## config.mk

```make
export PLATFORM = sky130hd
export DESIGN_NAME = least_squares_line_fit_flat
export DESIGN_NICKNAME = d
export VERILOG_FILES = /design/src/rtl/lslf_pkg.sv /design/src/rtl/lslf_point_if.sv /design/src/rtl/lslf_fit_if.sv /design/src/rtl/lslf_mac.sv /design/src/rtl/lslf_div.sv /design/src/rtl/least_squares_line_fit.sv /design/src/flat_wrapper.sv
export SDC_FILE = /design/constraint.sdc
export NUM_CORES = 2
export LEC_CHECK = 0
export ABC_AREA = 1
export BUFFER_PORTS_ARGS = -buffer_cell sky130_fd_sc_hd__clkbuf_2
export CAP_MARGIN = 20
export CORE_MARGIN = 2
export CORE_UTILIZATION = 45
export DETAILED_ROUTE_END_ITERATION = 16
export PLACE_DENSITY_LB_ADDON = 0.2
export SLEW_MARGIN = 40
export SYNTH_ARGS = -nofsm -noshare
export SYNTH_HDL_FRONTEND = slang
export SYNTH_HIERARCHICAL = 1
export SYNTH_SLANG_ARGS = --single-unit
```

## constraint.sdc

```tcl
create_clock -name clk -period 16 [get_ports clk]
set_input_delay 3.2 -clock clk [delete_from_list [all_inputs] [get_ports clk]]
set_output_delay 3.2 -clock clk [all_outputs]
set_load 0.005 [all_outputs]
```

## src/rtl/lslf_pkg.sv

```systemverilog
// Shared constants, codes and types of the least-squares line fit block.
package lslf_pkg;

    // Input sample format and set size
    localparam int SAMPLE_BITS = 16;
    localparam int MAX_SAMPLES = 4096;
    localparam int FIELD_W     = 16;
    localparam int CNT_W       = $clog2(MAX_SAMPLES + 1);

    // Running sums, sized for a full set
    localparam int SUM_W = 29;
    localparam int SXY_W = 45;
    localparam int SXX_W = 44;

    // Shared multiplier and accumulator
    localparam int MUL_W     = 33;
    localparam int ACC_W     = 64;
    localparam int ACC_SPLIT = 24;

    // Divider and result format
    localparam int DEN_W     = 55;
    localparam int DVD_W     = 72;
    localparam int DIV_CNT_W = $clog2(DVD_W + 1);
    localparam int FRAC_W    = 16;
    localparam int Q_W       = 32;
    localparam int INT_SHIFT = 8;
    localparam int DMIN_W    = 40;

    localparam logic [DMIN_W-1:0]       DMIN_RESET = DMIN_W'(1);
    localparam logic signed [MUL_W-1:0] Q16_ONE    = MUL_W'(1) <<< FRAC_W;
    localparam logic signed [Q_W-1:0]   Q_MAX      = {1'b0, {(Q_W-1){1'b1}}};
    localparam logic signed [Q_W-1:0]   Q_MIN      = {1'b1, {(Q_W-1){1'b0}}};

    // Which running sum a product feeds
    typedef enum logic [1:0] {
        SUM_NONE = 2'd0,
        SUM_XY   = 2'd1,
        SUM_XX   = 2'd2
    } mac_sum_t;

    // What the accumulator does with a product
    typedef enum logic [1:0] {
        ACC_NONE = 2'd0,
        ACC_LOAD = 2'd1,
        ACC_ADD  = 2'd2,
        ACC_SUB  = 2'd3
    } acc_op_t;

    typedef enum logic [1:0] {
        FIT_OK         = 2'd0,
        FIT_DEGENERATE = 2'd1,
        FIT_OVERFLOW   = 2'd2
    } fit_status_t;

    typedef struct packed {
        mac_sum_t sum;
        acc_op_t  op;
        logic     shift;
    } mac_cmd_t;

    typedef struct packed {
        logic             start;
        logic [DVD_W-1:0] dividend;
        logic [DEN_W-1:0] divisor;
    } div_req_t;

    typedef struct packed {
        logic           done;
        logic [Q_W-1:0] quotient;
        logic           q_high;
    } div_rsp_t;

endpackage

```

## src/rtl/lslf_point_if.sv

```systemverilog
// Sample channel: one (x, y) point per transfer with a last-point flag.
interface lslf_point_if;
    logic                                 valid;
    logic                                 ready;
    logic signed [lslf_pkg::FIELD_W-1:0]  x_sample;
    logic signed [lslf_pkg::FIELD_W-1:0]  y_sample;
    logic                                 last_sample;

    modport source (output valid, output x_sample, output y_sample, output last_sample,
                    input ready);
    modport sink   (input valid, input x_sample, input y_sample, input last_sample,
                    output ready);
endinterface

```

## src/rtl/lslf_fit_if.sv

```systemverilog
// Result channel: slope, intercept and status of one fitted set per transfer.
interface lslf_fit_if;
    logic                             valid;
    logic                             ready;
    logic signed [lslf_pkg::Q_W-1:0]  slope;
    logic signed [lslf_pkg::Q_W-1:0]  intercept;
    logic [1:0]                       fit_status;

    modport source (output valid, output slope, output intercept, output fit_status,
                    input ready);
    modport sink   (input valid, input slope, input intercept, input fit_status,
                    output ready);
endinterface

```

## src/rtl/lslf_mac.sv

```systemverilog
// Shared multiplier with a registered product and a wide accumulator behind it.
module lslf_mac (
    input  logic                                clk,
    input  logic                                rst_n,
    input  lslf_pkg::mac_cmd_t                  cmd,
    input  logic signed [lslf_pkg::MUL_W-1:0]   mul_a,
    input  logic signed [lslf_pkg::MUL_W-1:0]   mul_b,
    output lslf_pkg::mac_sum_t                  prod_sum,
    output logic signed [lslf_pkg::ACC_W-1:0]   prod,
    output logic signed [lslf_pkg::ACC_W-1:0]   acc
);

    lslf_pkg::mac_cmd_t                 cmd_reg;
    lslf_pkg::mac_cmd_t                 cmd_next;
    logic signed [lslf_pkg::ACC_W-1:0]  prod_reg;
    logic signed [lslf_pkg::ACC_W-1:0]  prod_next;
    logic signed [lslf_pkg::ACC_W-1:0]  acc_reg;
    logic signed [lslf_pkg::ACC_W-1:0]  acc_next;
    logic signed [lslf_pkg::ACC_W-1:0]  addend;

    // Multiply stage: keep the low word of the product
    assign cmd_next  = cmd;
    assign prod_next = lslf_pkg::ACC_W'(mul_a * mul_b);

    // Accumulate stage: place the product and add, subtract or load it
    assign addend = cmd_reg.shift ? (prod_reg <<< lslf_pkg::ACC_SPLIT) : prod_reg;

    always_comb
    begin
        case (cmd_reg.op)
            lslf_pkg::ACC_LOAD: acc_next = addend;
            lslf_pkg::ACC_ADD:  acc_next = acc_reg + addend;
            lslf_pkg::ACC_SUB:  acc_next = acc_reg - addend;
            default:            acc_next = acc_reg;
        endcase
    end

    always_ff @(posedge clk or negedge rst_n)
    begin
        if (!rst_n)
        begin
            cmd_reg <= '{sum: lslf_pkg::SUM_NONE, op: lslf_pkg::ACC_NONE, shift: 1'b0};
        end
        else
        begin
            cmd_reg <= cmd_next;
        end
    end

    always_ff @(posedge clk)
    begin
        prod_reg <= prod_next;
        acc_reg  <= acc_next;
    end

    assign prod_sum = cmd_reg.sum;
    assign prod     = prod_reg;
    assign acc      = acc_reg;

endmodule

```

## src/rtl/lslf_div.sv

```systemverilog
// Restoring divider, one quotient bit per cycle, low quotient word plus overflow flag.
module lslf_div (
    input  logic               clk,
    input  logic               rst_n,
    input  lslf_pkg::div_req_t req,
    output lslf_pkg::div_rsp_t rsp
);

    logic                               busy_reg;
    logic                               busy_next;
    logic                               done_reg;
    logic                               done_next;
    logic [lslf_pkg::DIV_CNT_W-1:0]     cnt_reg;
    logic [lslf_pkg::DIV_CNT_W-1:0]     cnt_next;
    logic [lslf_pkg::DVD_W-1:0]         dvd_reg;
    logic [lslf_pkg::DVD_W-1:0]         dvd_next;
    logic [lslf_pkg::DEN_W-1:0]         dsr_reg;
    logic [lslf_pkg::DEN_W-1:0]         dsr_next;
    logic [lslf_pkg::DEN_W-1:0]         rem_reg;
    logic [lslf_pkg::DEN_W-1:0]         rem_next;
    logic [lslf_pkg::Q_W-1:0]           q_reg;
    logic [lslf_pkg::Q_W-1:0]           q_next;
    logic                               high_reg;
    logic                               high_next;
    logic [lslf_pkg::DEN_W:0]           rem_sh;
    logic [lslf_pkg::DEN_W:0]           rem_diff;
    logic                               fits;

    // Trial subtract of the divisor from the shifted remainder
    assign rem_sh   = {rem_reg, dvd_reg[lslf_pkg::DVD_W-1]};
    assign rem_diff = rem_sh - {1'b0, dsr_reg};
    assign fits     = rem_sh >= {1'b0, dsr_reg};

    always_comb
    begin
        busy_next = busy_reg;
        done_next = 1'b0;
        cnt_next  = cnt_reg;
        dvd_next  = dvd_reg;
        dsr_next  = dsr_reg;
        rem_next  = rem_reg;
        q_next    = q_reg;
        high_next = high_reg;
        if (req.start)
        begin
            // Load operands and clear the partial results
            busy_next = 1'b1;
            cnt_next  = lslf_pkg::DIV_CNT_W'(lslf_pkg::DVD_W);
            dvd_next  = req.dividend;
            dsr_next  = req.divisor;
            rem_next  = '0;
            q_next    = '0;
            high_next = 1'b0;
        end
        else if (busy_reg)
        begin
            // Retire one dividend bit; quotient bits above the word go sticky
            rem_next  = fits ? rem_diff[lslf_pkg::DEN_W-1:0] : rem_sh[lslf_pkg::DEN_W-1:0];
            dvd_next  = dvd_reg << 1;
            q_next    = {q_reg[lslf_pkg::Q_W-2:0], fits};
            high_next = high_reg | q_reg[lslf_pkg::Q_W-1];
            cnt_next  = cnt_reg - lslf_pkg::DIV_CNT_W'(1);
            if (cnt_reg == lslf_pkg::DIV_CNT_W'(1))
            begin
                busy_next = 1'b0;
                done_next = 1'b1;
            end
        end
    end

    always_ff @(posedge clk or negedge rst_n)
    begin
        if (!rst_n)
        begin
            busy_reg <= 1'b0;
            done_reg <= 1'b0;
            cnt_reg  <= '0;
        end
        else
        begin
            busy_reg <= busy_next;
            done_reg <= done_next;
            cnt_reg  <= cnt_next;
        end
    end

    always_ff @(posedge clk)
    begin
        dvd_reg  <= dvd_next;
        dsr_reg  <= dsr_next;
        rem_reg  <= rem_next;
        q_reg    <= q_next;
        high_reg <= high_next;
    end

    assign rsp = '{done: done_reg, quotient: q_reg, q_high: high_reg};

endmodule

```

## src/rtl/least_squares_line_fit.sv

```systemverilog
// Top level of the least-squares line fit: sequencer, running sums and result register.
//
//   channel   dir  handshake          payload
//   point     in   valid / ready      x_sample, y_sample (Q7.8), last_sample
//   fit       out  valid / ready      slope, intercept (Q15.16), fit_status
//   cfg       in   cfg_wr_en          cfg_wr_data (denominator minimum)
//
// A point that is not the last passes S_IDLE and S_SQ (x*y, then x*x on the shared
// multiplier). A last point drains the sums in S_WAIT, forms denominator and numerator,
// divides for the slope, forms the intercept dividend, divides again and hands over in
// S_DONE; a degenerate set skips there after the numerator, an oversized set after S_WAIT.
// Reset clears the set and sets the denominator minimum to 1. A stalled result waits in
// the output register; points keep flowing until the next fit is ready.
module least_squares_line_fit (
    input  logic                            clk,
    input  logic                            rst_n,
    input  logic                            cfg_wr_en,
    input  logic [lslf_pkg::DMIN_W-1:0]     cfg_wr_data,
    lslf_point_if.sink                      point,
    lslf_fit_if.source                      fit
);

    typedef enum logic [17:0] {
        S_IDLE      = 18'h00001,
        S_SQ        = 18'h00002,
        S_WAIT      = 18'h00004,
        S_DEN_LO    = 18'h00008,
        S_DEN_HI    = 18'h00010,
        S_DEN_SX    = 18'h00020,
        S_NUM_LO    = 18'h00040,
        S_NUM_HI    = 18'h00080,
        S_NUM_SXY   = 18'h00100,
        S_NUM_W1    = 18'h00200,
        S_NUM_W2    = 18'h00400,
        S_SLOPE_DIV = 18'h00800,
        S_ICPT_SY   = 18'h01000,
        S_ICPT_SX   = 18'h02000,
        S_ICPT_W1   = 18'h04000,
        S_ICPT_W2   = 18'h08000,
        S_ICPT_DIV  = 18'h10000,
        S_DONE      = 18'h20000
    } state_t;

    state_t                                     state_reg;
    state_t                                     state_next;
    logic [lslf_pkg::CNT_W-1:0]                 count_reg;
    logic [lslf_pkg::CNT_W-1:0]                 count_next;
    logic signed [lslf_pkg::SUM_W-1:0]          sum_x_reg;
    logic signed [lslf_pkg::SUM_W-1:0]          sum_x_next;
    logic signed [lslf_pkg::SUM_W-1:0]          sum_y_reg;
    logic signed [lslf_pkg::SUM_W-1:0]          sum_y_next;
    logic signed [lslf_pkg::SXY_W-1:0]          sum_xy_reg;
    logic signed [lslf_pkg::SXY_W-1:0]          sum_xy_next;
    logic [lslf_pkg::SXX_W-1:0]                 sum_xx_reg;
    logic [lslf_pkg::SXX_W-1:0]                 sum_xx_next;
    logic                                       ovf_reg;
    logic                                       ovf_next;
    logic                                       took_reg;
    logic                                       took_next;
    logic                                       last_reg;
    logic                                       last_next;
    logic signed [lslf_pkg::SAMPLE_BITS-1:0]    x_reg;
    logic signed [lslf_pkg::SAMPLE_BITS-1:0]    x_next;
    logic [lslf_pkg::DEN_W-1:0]                 den_reg;
    logic [lslf_pkg::DEN_W-1:0]                 den_next;
    logic                                       sign_reg;
    logic                                       sign_next;
    logic signed [lslf_pkg::Q_W-1:0]            slope_reg;
    logic signed [lslf_pkg::Q_W-1:0]            slope_next;
    logic signed [lslf_pkg::Q_W-1:0]            icpt_reg;
    logic signed [lslf_pkg::Q_W-1:0]            icpt_next;
    lslf_pkg::fit_status_t                      status_reg;
    lslf_pkg::fit_status_t                      status_next;
    logic [lslf_pkg::DMIN_W-1:0]                dmin_reg;
    logic [lslf_pkg::DMIN_W-1:0]                dmin_next;
    logic                                       out_valid_reg;
    logic                                       out_valid_next;
    logic signed [lslf_pkg::Q_W-1:0]            out_slope_reg;
    logic signed [lslf_pkg::Q_W-1:0]            out_slope_next;
    logic signed [lslf_pkg::Q_W-1:0]            out_icpt_reg;
    logic signed [lslf_pkg::Q_W-1:0]            out_icpt_next;
    lslf_pkg::fit_status_t                      out_status_reg;
    lslf_pkg::fit_status_t                      out_status_next;

    logic signed [lslf_pkg::SAMPLE_BITS-1:0]    x_in;
    logic signed [lslf_pkg::SAMPLE_BITS-1:0]    y_in;
    logic                                       full;
    logic                                       out_load;
    logic                                       degenerate;
    logic                                       q_sat;
    logic                                       icpt_sat;
    logic [lslf_pkg::ACC_W-1:0]                 acc_mag;
    lslf_pkg::mac_cmd_t                         mac_cmd;
    logic signed [lslf_pkg::MUL_W-1:0]          mul_a;
    logic signed [lslf_pkg::MUL_W-1:0]          mul_b;
    lslf_pkg::mac_sum_t                         prod_sum;
    logic signed [lslf_pkg::ACC_W-1:0]          prod;
    logic signed [lslf_pkg::ACC_W-1:0]          acc;
    lslf_pkg::div_req_t                         div_req;
    lslf_pkg::div_rsp_t                         div_rsp;

    lslf_mac u_mac (
        .clk      (clk),
        .rst_n    (rst_n),
        .cmd      (mac_cmd),
        .mul_a    (mul_a),
        .mul_b    (mul_b),
        .prod_sum (prod_sum),
        .prod     (prod),
        .acc      (acc)
    );

    lslf_div u_div (
        .clk   (clk),
        .rst_n (rst_n),
        .req   (div_req),
        .rsp   (div_rsp)
    );

    // Take the low sample bits as two's complement
    assign x_in = $signed(point.x_sample[lslf_pkg::SAMPLE_BITS-1:0]);
    assign y_in = $signed(point.y_sample[lslf_pkg::SAMPLE_BITS-1:0]);

    assign full       = count_reg >= lslf_pkg::CNT_W'(lslf_pkg::MAX_SAMPLES);
    assign degenerate = (den_reg == '0) || (den_reg < lslf_pkg::DEN_W'(dmin_reg));
    assign acc_mag    = acc[lslf_pkg::ACC_W-1] ? lslf_pkg::ACC_W'(-acc)
                                               : lslf_pkg::ACC_W'(acc);

    // Saturation of the slope and intercept quotients
    assign q_sat    = div_rsp.q_high | div_rsp.quotient[lslf_pkg::Q_W-1];
    assign icpt_sat = div_rsp.q_high | (div_rsp.quotient[lslf_pkg::Q_W-1] &
                      (!sign_reg | (div_rsp.quotient[lslf_pkg::Q_W-2:0] != '0)));

    assign point.ready = (state_reg == S_IDLE);

    always_comb
    begin
        state_next      = state_reg;
        count_next      = count_reg;
        sum_x_next      = sum_x_reg;
        sum_y_next      = sum_y_reg;
        sum_xy_next     = sum_xy_reg;
        sum_xx_next     = sum_xx_reg;
        ovf_next        = ovf_reg;
        took_next       = took_reg;
        last_next       = last_reg;
        x_next          = x_reg;
        den_next        = den_reg;
        sign_next       = sign_reg;
        slope_next      = slope_reg;
        icpt_next       = icpt_reg;
        status_next     = status_reg;
        out_load        = 1'b0;
        mac_cmd         = '{sum: lslf_pkg::SUM_NONE, op: lslf_pkg::ACC_NONE, shift: 1'b0};
        mul_a           = '0;
        mul_b           = '0;
        div_req         = '{start: 1'b0, dividend: '0, divisor: '0};

        // Fold finished products into the running sums
        if (prod_sum == lslf_pkg::SUM_XY)
        begin
            sum_xy_next = sum_xy_reg + lslf_pkg::SXY_W'(prod);
        end
        if (prod_sum == lslf_pkg::SUM_XX)
        begin
            sum_xx_next = sum_xx_reg + lslf_pkg::SXX_W'(prod);
        end

        unique case (state_reg)
            S_IDLE:
            begin
                mul_a = lslf_pkg::MUL_W'(x_in);
                mul_b = lslf_pkg::MUL_W'(y_in);
                if (point.valid)
                begin
                    x_next    = x_in;
                    last_next = point.last_sample;
                    if (full)
                    begin
                        // Drop the point and flag the set
                        ovf_next  = 1'b1;
                        took_next = 1'b0;
                    end
                    else
                    begin
                        took_next   = 1'b1;
                        count_next  = count_reg + lslf_pkg::CNT_W'(1);
                        sum_x_next  = sum_x_reg + lslf_pkg::SUM_W'(x_in);
                        sum_y_next  = sum_y_reg + lslf_pkg::SUM_W'(y_in);
                        mac_cmd.sum = lslf_pkg::SUM_XY;
                    end
                    state_next = S_SQ;
                end
            end
            S_SQ:
            begin
                mul_a = lslf_pkg::MUL_W'(x_reg);
                mul_b = lslf_pkg::MUL_W'(x_reg);
                if (took_reg)
                begin
                    mac_cmd.sum = lslf_pkg::SUM_XX;
                end
                state_next = last_reg ? S_WAIT : S_IDLE;
            end
            S_WAIT:
            begin
                // Last product lands in the sums this cycle
                if (ovf_reg)
                begin
                    status_next = lslf_pkg::FIT_OVERFLOW;
                    slope_next  = '0;
                    icpt_next   = '0;
                    state_next  = S_DONE;
                end
                else
                begin
                    state_next = S_DEN_LO;
                end
            end
            S_DEN_LO:
            begin
                mul_a      = $signed(lslf_pkg::MUL_W'(count_reg));
                mul_b      = $signed(lslf_pkg::MUL_W'(sum_xx_reg[lslf_pkg::ACC_SPLIT-1:0]));
                mac_cmd.op = lslf_pkg::ACC_LOAD;
                state_next = S_DEN_HI;
            end
            S_DEN_HI:
            begin
                mul_a = $signed(lslf_pkg::MUL_W'(count_reg));
                mul_b = $signed(lslf_pkg::MUL_W'(
                            sum_xx_reg[lslf_pkg::SXX_W-1:lslf_pkg::ACC_SPLIT]));
                mac_cmd.op    = lslf_pkg::ACC_ADD;
                mac_cmd.shift = 1'b1;
                state_next    = S_DEN_SX;
            end
            S_DEN_SX:
            begin
                mul_a      = lslf_pkg::MUL_W'(sum_x_reg);
                mul_b      = lslf_pkg::MUL_W'(sum_x_reg);
                mac_cmd.op = lslf_pkg::ACC_SUB;
                state_next = S_NUM_LO;
            end
            S_NUM_LO:
            begin
                mul_a      = $signed(lslf_pkg::MUL_W'(count_reg));
                mul_b      = $signed(lslf_pkg::MUL_W'(sum_xy_reg[lslf_pkg::ACC_SPLIT-1:0]));
                mac_cmd.op = lslf_pkg::ACC_LOAD;
                state_next = S_NUM_HI;
            end
            S_NUM_HI:
            begin
                // Denominator is complete in the accumulator now
                den_next = acc[lslf_pkg::DEN_W-1:0];
                mul_a    = $signed(lslf_pkg::MUL_W'(count_reg));
                mul_b    = lslf_pkg::MUL_W'($signed(
                               sum_xy_reg[lslf_pkg::SXY_W-1:lslf_pkg::ACC_SPLIT]));
                mac_cmd.op    = lslf_pkg::ACC_ADD;
                mac_cmd.shift = 1'b1;
                state_next    = S_NUM_SXY;
            end
            S_NUM_SXY:
            begin
                mul_a      = lslf_pkg::MUL_W'(sum_x_reg);
                mul_b      = lslf_pkg::MUL_W'(sum_y_reg);
                mac_cmd.op = lslf_pkg::ACC_SUB;
                state_next = S_NUM_W1;
            end
            S_NUM_W1:
            begin
                if (degenerate)
                begin
                    status_next = lslf_pkg::FIT_DEGENERATE;
                    slope_next  = '0;
                    icpt_next   = '0;
                    state_next  = S_DONE;
                end
                else
                begin
                    state_next = S_NUM_W2;
                end
            end
            S_NUM_W2:
            begin
                // Divide |num| * 2^16 by the denominator
                sign_next        = acc[lslf_pkg::ACC_W-1];
                div_req.start    = 1'b1;
                div_req.dividend = lslf_pkg::DVD_W'({acc_mag[lslf_pkg::DEN_W-1:0],
                                                     {lslf_pkg::FRAC_W{1'b0}}});
                div_req.divisor  = den_reg;
                state_next       = S_SLOPE_DIV;
            end
            S_SLOPE_DIV:
            begin
                if (div_rsp.done)
                begin
                    if (q_sat)
                    begin
                        slope_next = sign_reg ? lslf_pkg::Q_MIN : lslf_pkg::Q_MAX;
                    end
                    else
                    begin
                        slope_next = sign_reg ? -$signed(div_rsp.quotient)
                                              : $signed(div_rsp.quotient);
                    end
                    state_next = S_ICPT_SY;
                end
            end
            S_ICPT_SY:
            begin
                mul_a      = lslf_pkg::MUL_W'(sum_y_reg);
                mul_b      = lslf_pkg::Q16_ONE;
                mac_cmd.op = lslf_pkg::ACC_LOAD;
                state_next = S_ICPT_SX;
            end
            S_ICPT_SX:
            begin
                mul_a      = lslf_pkg::MUL_W'(slope_reg);
                mul_b      = lslf_pkg::MUL_W'(sum_x_reg);
                mac_cmd.op = lslf_pkg::ACC_SUB;
                state_next = S_ICPT_W1;
            end
            S_ICPT_W1:
            begin
                state_next = S_ICPT_W2;
            end
            S_ICPT_W2:
            begin
                // Divide |Sy*2^16 - slope*Sx| by n*256
                sign_next        = acc[lslf_pkg::ACC_W-1];
                div_req.start    = 1'b1;
                div_req.dividend = lslf_pkg::DVD_W'(acc_mag);
                div_req.divisor  = lslf_pkg::DEN_W'({count_reg, {lslf_pkg::INT_SHIFT{1'b0}}});
                state_next       = S_ICPT_DIV;
            end
            S_ICPT_DIV:
            begin
                if (div_rsp.done)
                begin
                    if (icpt_sat)
                    begin
                        icpt_next = sign_reg ? lslf_pkg::Q_MIN : lslf_pkg::Q_MAX;
                    end
                    else
                    begin
                        icpt_next = sign_reg ? -$signed(div_rsp.quotient)
                                             : $signed(div_rsp.quotient);
                    end
                    status_next = lslf_pkg::FIT_OK;
                    state_next  = S_DONE;
                end
            end
            S_DONE:
            begin
                // Hand the fit over once the output register is free, then clear the set
                if (!out_valid_reg || fit.ready)
                begin
                    out_load    = 1'b1;
                    count_next  = '0;
                    sum_x_next  = '0;
                    sum_y_next  = '0;
                    sum_xy_next = '0;
                    sum_xx_next = '0;
                    ovf_next    = 1'b0;
                    state_next  = S_IDLE;
                end
            end
            default:
            begin
                state_next = S_IDLE;
            end
        endcase
    end

    // Output register and configuration
    assign out_valid_next  = out_load ? 1'b1 : (fit.ready ? 1'b0 : out_valid_reg);
    assign out_slope_next  = out_load ? slope_reg : out_slope_reg;
    assign out_icpt_next   = out_load ? icpt_reg : out_icpt_reg;
    assign out_status_next = out_load ? status_reg : out_status_reg;
    assign dmin_next       = cfg_wr_en ? cfg_wr_data : dmin_reg;

    always_ff @(posedge clk or negedge rst_n)
    begin
        if (!rst_n)
        begin
            state_reg     <= S_IDLE;
            count_reg     <= '0;
            sum_x_reg     <= '0;
            sum_y_reg     <= '0;
            sum_xy_reg    <= '0;
            sum_xx_reg    <= '0;
            ovf_reg       <= 1'b0;
            took_reg      <= 1'b0;
            last_reg      <= 1'b0;
            dmin_reg      <= lslf_pkg::DMIN_RESET;
            out_valid_reg <= 1'b0;
        end
        else
        begin
            state_reg     <= state_next;
            count_reg     <= count_next;
            sum_x_reg     <= sum_x_next;
            sum_y_reg     <= sum_y_next;
            sum_xy_reg    <= sum_xy_next;
            sum_xx_reg    <= sum_xx_next;
            ovf_reg       <= ovf_next;
            took_reg      <= took_next;
            last_reg      <= last_next;
            dmin_reg      <= dmin_next;
            out_valid_reg <= out_valid_next;
        end
    end

    always_ff @(posedge clk)
    begin
        x_reg          <= x_next;
        den_reg        <= den_next;
        sign_reg       <= sign_next;
        slope_reg      <= slope_next;
        icpt_reg       <= icpt_next;
        status_reg     <= status_next;
        out_slope_reg  <= out_slope_next;
        out_icpt_reg   <= out_icpt_next;
        out_status_reg <= out_status_next;
    end

    assign fit.valid      = out_valid_reg;
    assign fit.slope      = out_slope_reg;
    assign fit.intercept  = out_icpt_reg;
    assign fit.fit_status = out_status_reg;

endmodule
```

## src/flat_wrapper.sv

```systemverilog
// flat-port wrapper written by rule: the top's interface ports become plain ports
module least_squares_line_fit_flat 
  (clk, rst_n, cfg_wr_en, cfg_wr_data, point_valid, point_x_sample, point_y_sample, point_last_sample, point_ready, fit_valid, fit_slope, fit_intercept, fit_fit_status, fit_ready);
  lslf_point_if point_i ();
  lslf_fit_if fit_i ();
  input  logic clk;
  input  logic rst_n;
  input  logic cfg_wr_en;
  input  logic [lslf_pkg::DMIN_W-1:0] cfg_wr_data;
  input wire logic [$bits(point_i.valid)-1:0] point_valid;
  input wire logic [$bits(point_i.x_sample)-1:0] point_x_sample;
  input wire logic [$bits(point_i.y_sample)-1:0] point_y_sample;
  input wire logic [$bits(point_i.last_sample)-1:0] point_last_sample;
  output wire logic [$bits(point_i.ready)-1:0] point_ready;
  output wire logic [$bits(fit_i.valid)-1:0] fit_valid;
  output wire logic [$bits(fit_i.slope)-1:0] fit_slope;
  output wire logic [$bits(fit_i.intercept)-1:0] fit_intercept;
  output wire logic [$bits(fit_i.fit_status)-1:0] fit_fit_status;
  input wire logic [$bits(fit_i.ready)-1:0] fit_ready;
  assign point_i.valid = point_valid;
  assign point_i.x_sample = point_x_sample;
  assign point_i.y_sample = point_y_sample;
  assign point_i.last_sample = point_last_sample;
  assign point_ready = point_i.ready;
  assign fit_valid = fit_i.valid;
  assign fit_slope = fit_i.slope;
  assign fit_intercept = fit_i.intercept;
  assign fit_fit_status = fit_i.fit_status;
  assign fit_i.ready = fit_ready;
  least_squares_line_fit u_core (.clk(clk), .rst_n(rst_n), .cfg_wr_en(cfg_wr_en), .cfg_wr_data(cfg_wr_data), .point(point_i), .fit(fit_i));
endmodule
```

# [Yosys cells after proc, flatten, opt, wreduce, memory -nomap -nowiden]
# Cells that the tools add are included.
# Widths: inputs -> output; s select.
[op_classes] n_reduce_logical=25 n_mux=71 magnitude_cmp=3 n_mul=1 addsub=11 n_bitwise=4 eq_ne=32
[op_table] operator="$pmux 18 s18" count=1
[op_table] operator="$pmux 33 s9" count=1
[op_table] operator="$mux 32" count=8
[op_table] operator="$pmux 128 s2" count=1
[op_table] operator="$pmux 33 s6" count=1
[op_table] operator="$pmux 32 s3" count=2
[op_table] operator="$pmux 64 s3" count=1
[op_table] operator="$mux 29" count=5
[op_table] operator="$mux 72" count=2
[op_table] operator="$mux 45" count=3
[op_table] operator="$mux 44" count=3
[op_table] operator="$mux 64" count=2
[op_table] operator="$pmux 29 s2" count=2
[op_table] operator="$mux 18" count=6
[op_table] operator="$add 64x64->64" count=1
[op_table] operator="$mul 33x33->64" count=1
[op_table] operator="$neg 64->64" count=1
[op_table] operator="$sub 64x64->64" count=1
[op_table] operator="$add 29x16->29" count=2
[op_table] operator="$ge 56x55->1" count=1
[op_table] operator="$logic_not 55->1" count=1
[op_table] operator="$lt 55x40->1" count=1
[op_table] operator="$mux 55" count=1
[op_table] operator="$sub 55x55->55" count=1
[op_table] operator="other kinds (50)" count=98
[totals] output_inout_bits=68 register_bits=783

# [Logic depth before layout (Yosys ltp)]
[logic_depth] depth_word=7 depth_mapped=43 mapped_depth_nobuf=40

# [By module]
# Netlist, hierarchy kept.
[modules_own_cells] module="lslf_mac" instances=1 seq_area_each_um2=3328.2 cells_per_inst=6943 area_per_inst_um2=51727.1
[modules_own_cells] module="least_squares_line_fit" instances=1 seq_area_each_um2=11683.7 cells_per_inst=5188 area_per_inst_um2=34727.1
[modules_own_cells] module="lslf_div" instances=1 seq_area_each_um2=5800.6 cells_per_inst=1999 area_per_inst_um2=13674.4

# [Worst setup path before layout]
# No wires, ideal clock.
[synth_path] kind="input-to-reg" start="input port point_x_sample[15]" end="register u_core.u_mac.prod_reg (netlist bit u_core/u_mac/prod[63])" path_slack_ns=5.314 stages=32 arrival_ns=10.573 setup_ns=0.113 t_required_ns=15.887 path_buffers=2 cell_sequence="nand2_1 > o21ai_1 > inv_2 > buf_2 > nand3_1 > clkbuf_1 > nand2_1 > inv_1 > fa_1 > fa_1 > fa_1 > inv_1 > fa_1 > inv_1 > fa_1 > fa_1 > fa_1 > inv_1 > fa_1 > inv_1 > ha_1 > nand2_1 > nor2_1 > inv_1 > nor2_1 > inv_1 > nor4_1 > nand2_1 > nand2_1 > inv_1 > nand3_1 > nand2_1"
[synth_between] elab_chain_cells=2
[synth_lines] element="start: declaration" line="flat_wrapper.sv:11" text="input wire logic [$bits(point_i.x_sample)-1:0] point_x_sample;"
[synth_lines] element="$pmux 33 s6" line="least_squares_line_fit.sv:169" text="unique case (state_reg)"
[synth_lines] element="net u_core.mul_a, one bit" line="least_squares_line_fit.sv:94" text="logic signed [lslf_pkg::MUL_W-1:0] mul_a;"
[synth_lines] element="$mul 33x33->64" line="lslf_mac.sv:23" text="assign prod_next = lslf_pkg::ACC_W'(mul_a * mul_b);"
[synth_lines] element="net u_core.u_mac.prod_next, one bit" line="lslf_mac.sv:16" text="logic signed [lslf_pkg::ACC_W-1:0] prod_next;"
[synth_lines] element="end signal: assignment" line="lslf_mac.sv:52" text="prod_reg <= prod_next;"
[synth_lines] element="end: declaration" line="lslf_mac.sv:15" text="logic signed [lslf_pkg::ACC_W-1:0] prod_reg;"
# The timed path passes the listed nets, and every way through them passes these cells.
# A chain may end at the register's enable or synchronous reset.

# [Worst setup path in the final report]
# Ends and elaborated chain as after synthesis.

==> qor.yml <==
clock_tree:
  hold_buffers: 0
  htree_num_levels: 3
  numClockSinks: 783
  tritoncts: "done"
  cts_buffers: 92
  cts_setup_buffers: 0
  clk_latency_ns: 0.76
  cts_root_buf: "clkbuf_16"
  post_cts_resized: 0
  path_clk_slew_ns: 0.06
  cts_buffer_depth: 3
setup_path:
  rrSetupSlack_ns: 4.66
  path_depth: 34
  required_ns: 16.61
  slowest_delay_ns: 0.59
  crit-reg2reg-launch: "u_core/state_reg[10]$_DFFE_PN0P_"
  r2r_cells: 38
  critPathLaunch: "point_x_sample[15]"
  cp_max_fo: 33
  startpoint_type: "input pin"
  path_buf_inv: 13
  crit_family: "adder cells"
  cpMostUsedCell: "inv_1"
  crit_arrival_ns: 12.59
  cp-endpoint: "u_core/u_mac/prod[63]$_DFF_P_"
  crit_type: "in -> reg"
  cpMaxStageDelayCell: "inv_1"
  cp-end-kind: "flip-flop"
  reg2reg_to: "u_core/u_mac/prod[63]$_DFF_P_"
sta:
  rsz0062_at_grt: "false"
  finalMaxSlewViolations: 0
  min_period_ns: 11.98
  fmax_ghz: 0.0835
  finClkSkew_ns: 0.0481
  hold_viol: 0
  post-route-period-util_pct: 74.9
  relSlewSlack_pct: 41.6
  setup_violations: 0
  tns_ns: 0
  tightest_slew_ns: 0.867
grt:
  grt_pass1_vias: 89200
  grt_max_degree: 131
  antenna_found_initial: 13
  track_usage_pct: 31.6
  globalRoute.totalOverflow: 0
  grt_pass1_wl_um: 541000
drt:
  drt_iter0_drc: 8013
  detail-route-antenna-nets: 0
  drt-total-wl_um: 359000
  wl_per_cell_um: 21.0
  viasPerCell: 5.28
  drc: 0
  drt-pass1-iter-count: 6
  via_count: 90200
logic_synthesis:
  synth_area_leaders: "fa_1 23%, nand2_1 16%, inv_1 12%"
  syn-num-nets: 15900
  synthTopCellsByCount: "4204 x nand2_1, 3290 x inv_1, 1131 x fa_1"
  synthArstFlopShare_pct: 30.1
  ys_seq_elements: 783
  ys.flop_type: "edfxtp_1"
  yosysWarningCount: 6
  yosysMostFrequentCell: "nand2_1"
  syn_inst: 14100
  syn_area_um2: 100000
  synth_top_area_share_pct: 22.6
  ys_seq_area_share_pct: 20.8
  synth_edf_count: 395
  syn_avg_cell_area_um2: 7.09
  synth_largest_area_cell: "fa_1"
  synth_cell_types: 63
flow_run:
  cap_violations: 0
min_path:
  min_path_type: "reg -> reg"
  hold_depth: 0
cells_and_area:
  final.fill_count: 22900
  nets: 15700
  final_layout_size_suffix_gt1_share_pct: 4.81
  syn_to_final_growth_pct: 7.21
  largest_reg_flops: 72
  final_util_pct: 48.4
die:
  core_region_area_um2: 222000
  die_x_um: 476
  start_util_pct: 45.2
  die_h_um: 476
  ios: 146
  rows: 173
  die_area_um2: 226000
placement:
  dp_hpwl_um: 289000
  gp_congestion: 1.05
  io_buffers: 145
run_status:
  status: "complete, no violations"
per-layer routing:
layer,track usage (%),up-vias,wire length (um)
met5,0,-,10
met4,14.3,2,18300
met3,5.18,835,28600
met2,51.0,3560,162000
met1,41.7,43300,150000
li1,-,42400,-
cell families after synthesis:
family,Yosys count,share of synthesized area (%)
DFF,783,20.8
AOI/OAI and AO/OA,1293,7.43
buffers and inverters,3781,14.4
other,1,0.00375
and+or+nand+nor,6357,25.9
muxes,2,0.0212
xor gates and xnor gates,263,2.30
adders and majority gates,1650,29.1
layout make-up:
type                    instances  area (um2)  share of cell area (%)
clock inverters                54         606                   0.564
well taps                    2975        3720                    3.47
diodes                          5        12.5                  0.0117
inverters                    3313       12400                    11.6
multi-input cells            9566       65500                    61.0
flip-flops and latches        783       20800                    19.4
repair buffers                263        1670                    1.55
clock buffers                 120        2560                    2.39
worst min path at each step:
stage | to | startpoint | slack, ns
4_1_cts | u_core/fit.intercept[31]$_DFFE_PP_ | u_core/icpt_reg[31]$_SDFFCE_PN0P_ | 0.41
6_report | u_core/fit.intercept[31]$_DFFE_PP_ | u_core/icpt_reg[31]$_SDFFCE_PN0P_ | 0.40
5_1_grt | u_core/fit.intercept[31]$_DFFE_PP_ | u_core/icpt_reg[31]$_SDFFCE_PN0P_ | 0.42
2_1_floorplan | u_core/fit.fit_status[0]$_DFFE_PP_ | u_core/status_reg[0]$_DFFE_PP_ | 0.40
3_5_place_dp | u_core/fit.intercept[31]$_DFFE_PP_ | u_core/icpt_reg[31]$_SDFFCE_PN0P_ | 0.41
3_3_place_gp | u_core/fit.intercept[18]$_DFFE_PP_ | u_core/icpt_reg[18]$_SDFFCE_PN0P_ | 0.40
layout by cell type, fill, tap and decap left out, types with 13 or more instances in the layout:
cell type	synthesis	layout
a21o_1	30	30
a21oi_1	503	503
and2_1	18	18
buf_4	16	111
clkbuf_1	367	16
clkbuf_16	0	95
clkbuf_2	0	144
clkinv_2	2	20
dfrtp_1	234	232
dfxtp_1	152	152
edfxtp_1	395	395
fa_1	1131	1130
ha_1	519	519
inv_1	3290	3283
inv_2	15	21
nand2_1	4204	4203
nand2_2	19	19
nand3_1	687	680
nand3_2	10	14
nand3b_1	34	34
nand4_1	126	126
nor2_1	1027	1019
nor2_2	20	23
nor2_4	12	17
nor3_1	98	98
nor4_1	27	27
o2111ai_4	0	17
o211ai_1	39	39
o21ai_0	404	400
o21ai_1	37	38
o21ai_2	24	25
o21bai_1	47	47
o221ai_4	0	13
o22ai_1	91	91
o22ai_2	25	25
or2_2	51	51
xnor2_1	84	84
xor2_1	179	179
stage by stage:
stage / hold WS, ns / area [um2] / std cells / setup slack (ns)
2_1_floorplan: 0.400 / 100000 / 14100 / 5.31
3_3_place_gp: 0.402 / 104000 / 16900 / 2.86
3_5_place_dp: 0.405 / 104000 / 16900 / 3.29
4_1_cts: 0.409 / 107000 / 17100 / 4.04
5_1_grt: 0.420 / 107000 / 17100 / 3.31
6_report: 0.398 / 107000 / 17100 / 4.02
Power is not shown: default switching activity piles up to over one toggle a cycle in this logic, so the estimate is an artifact.
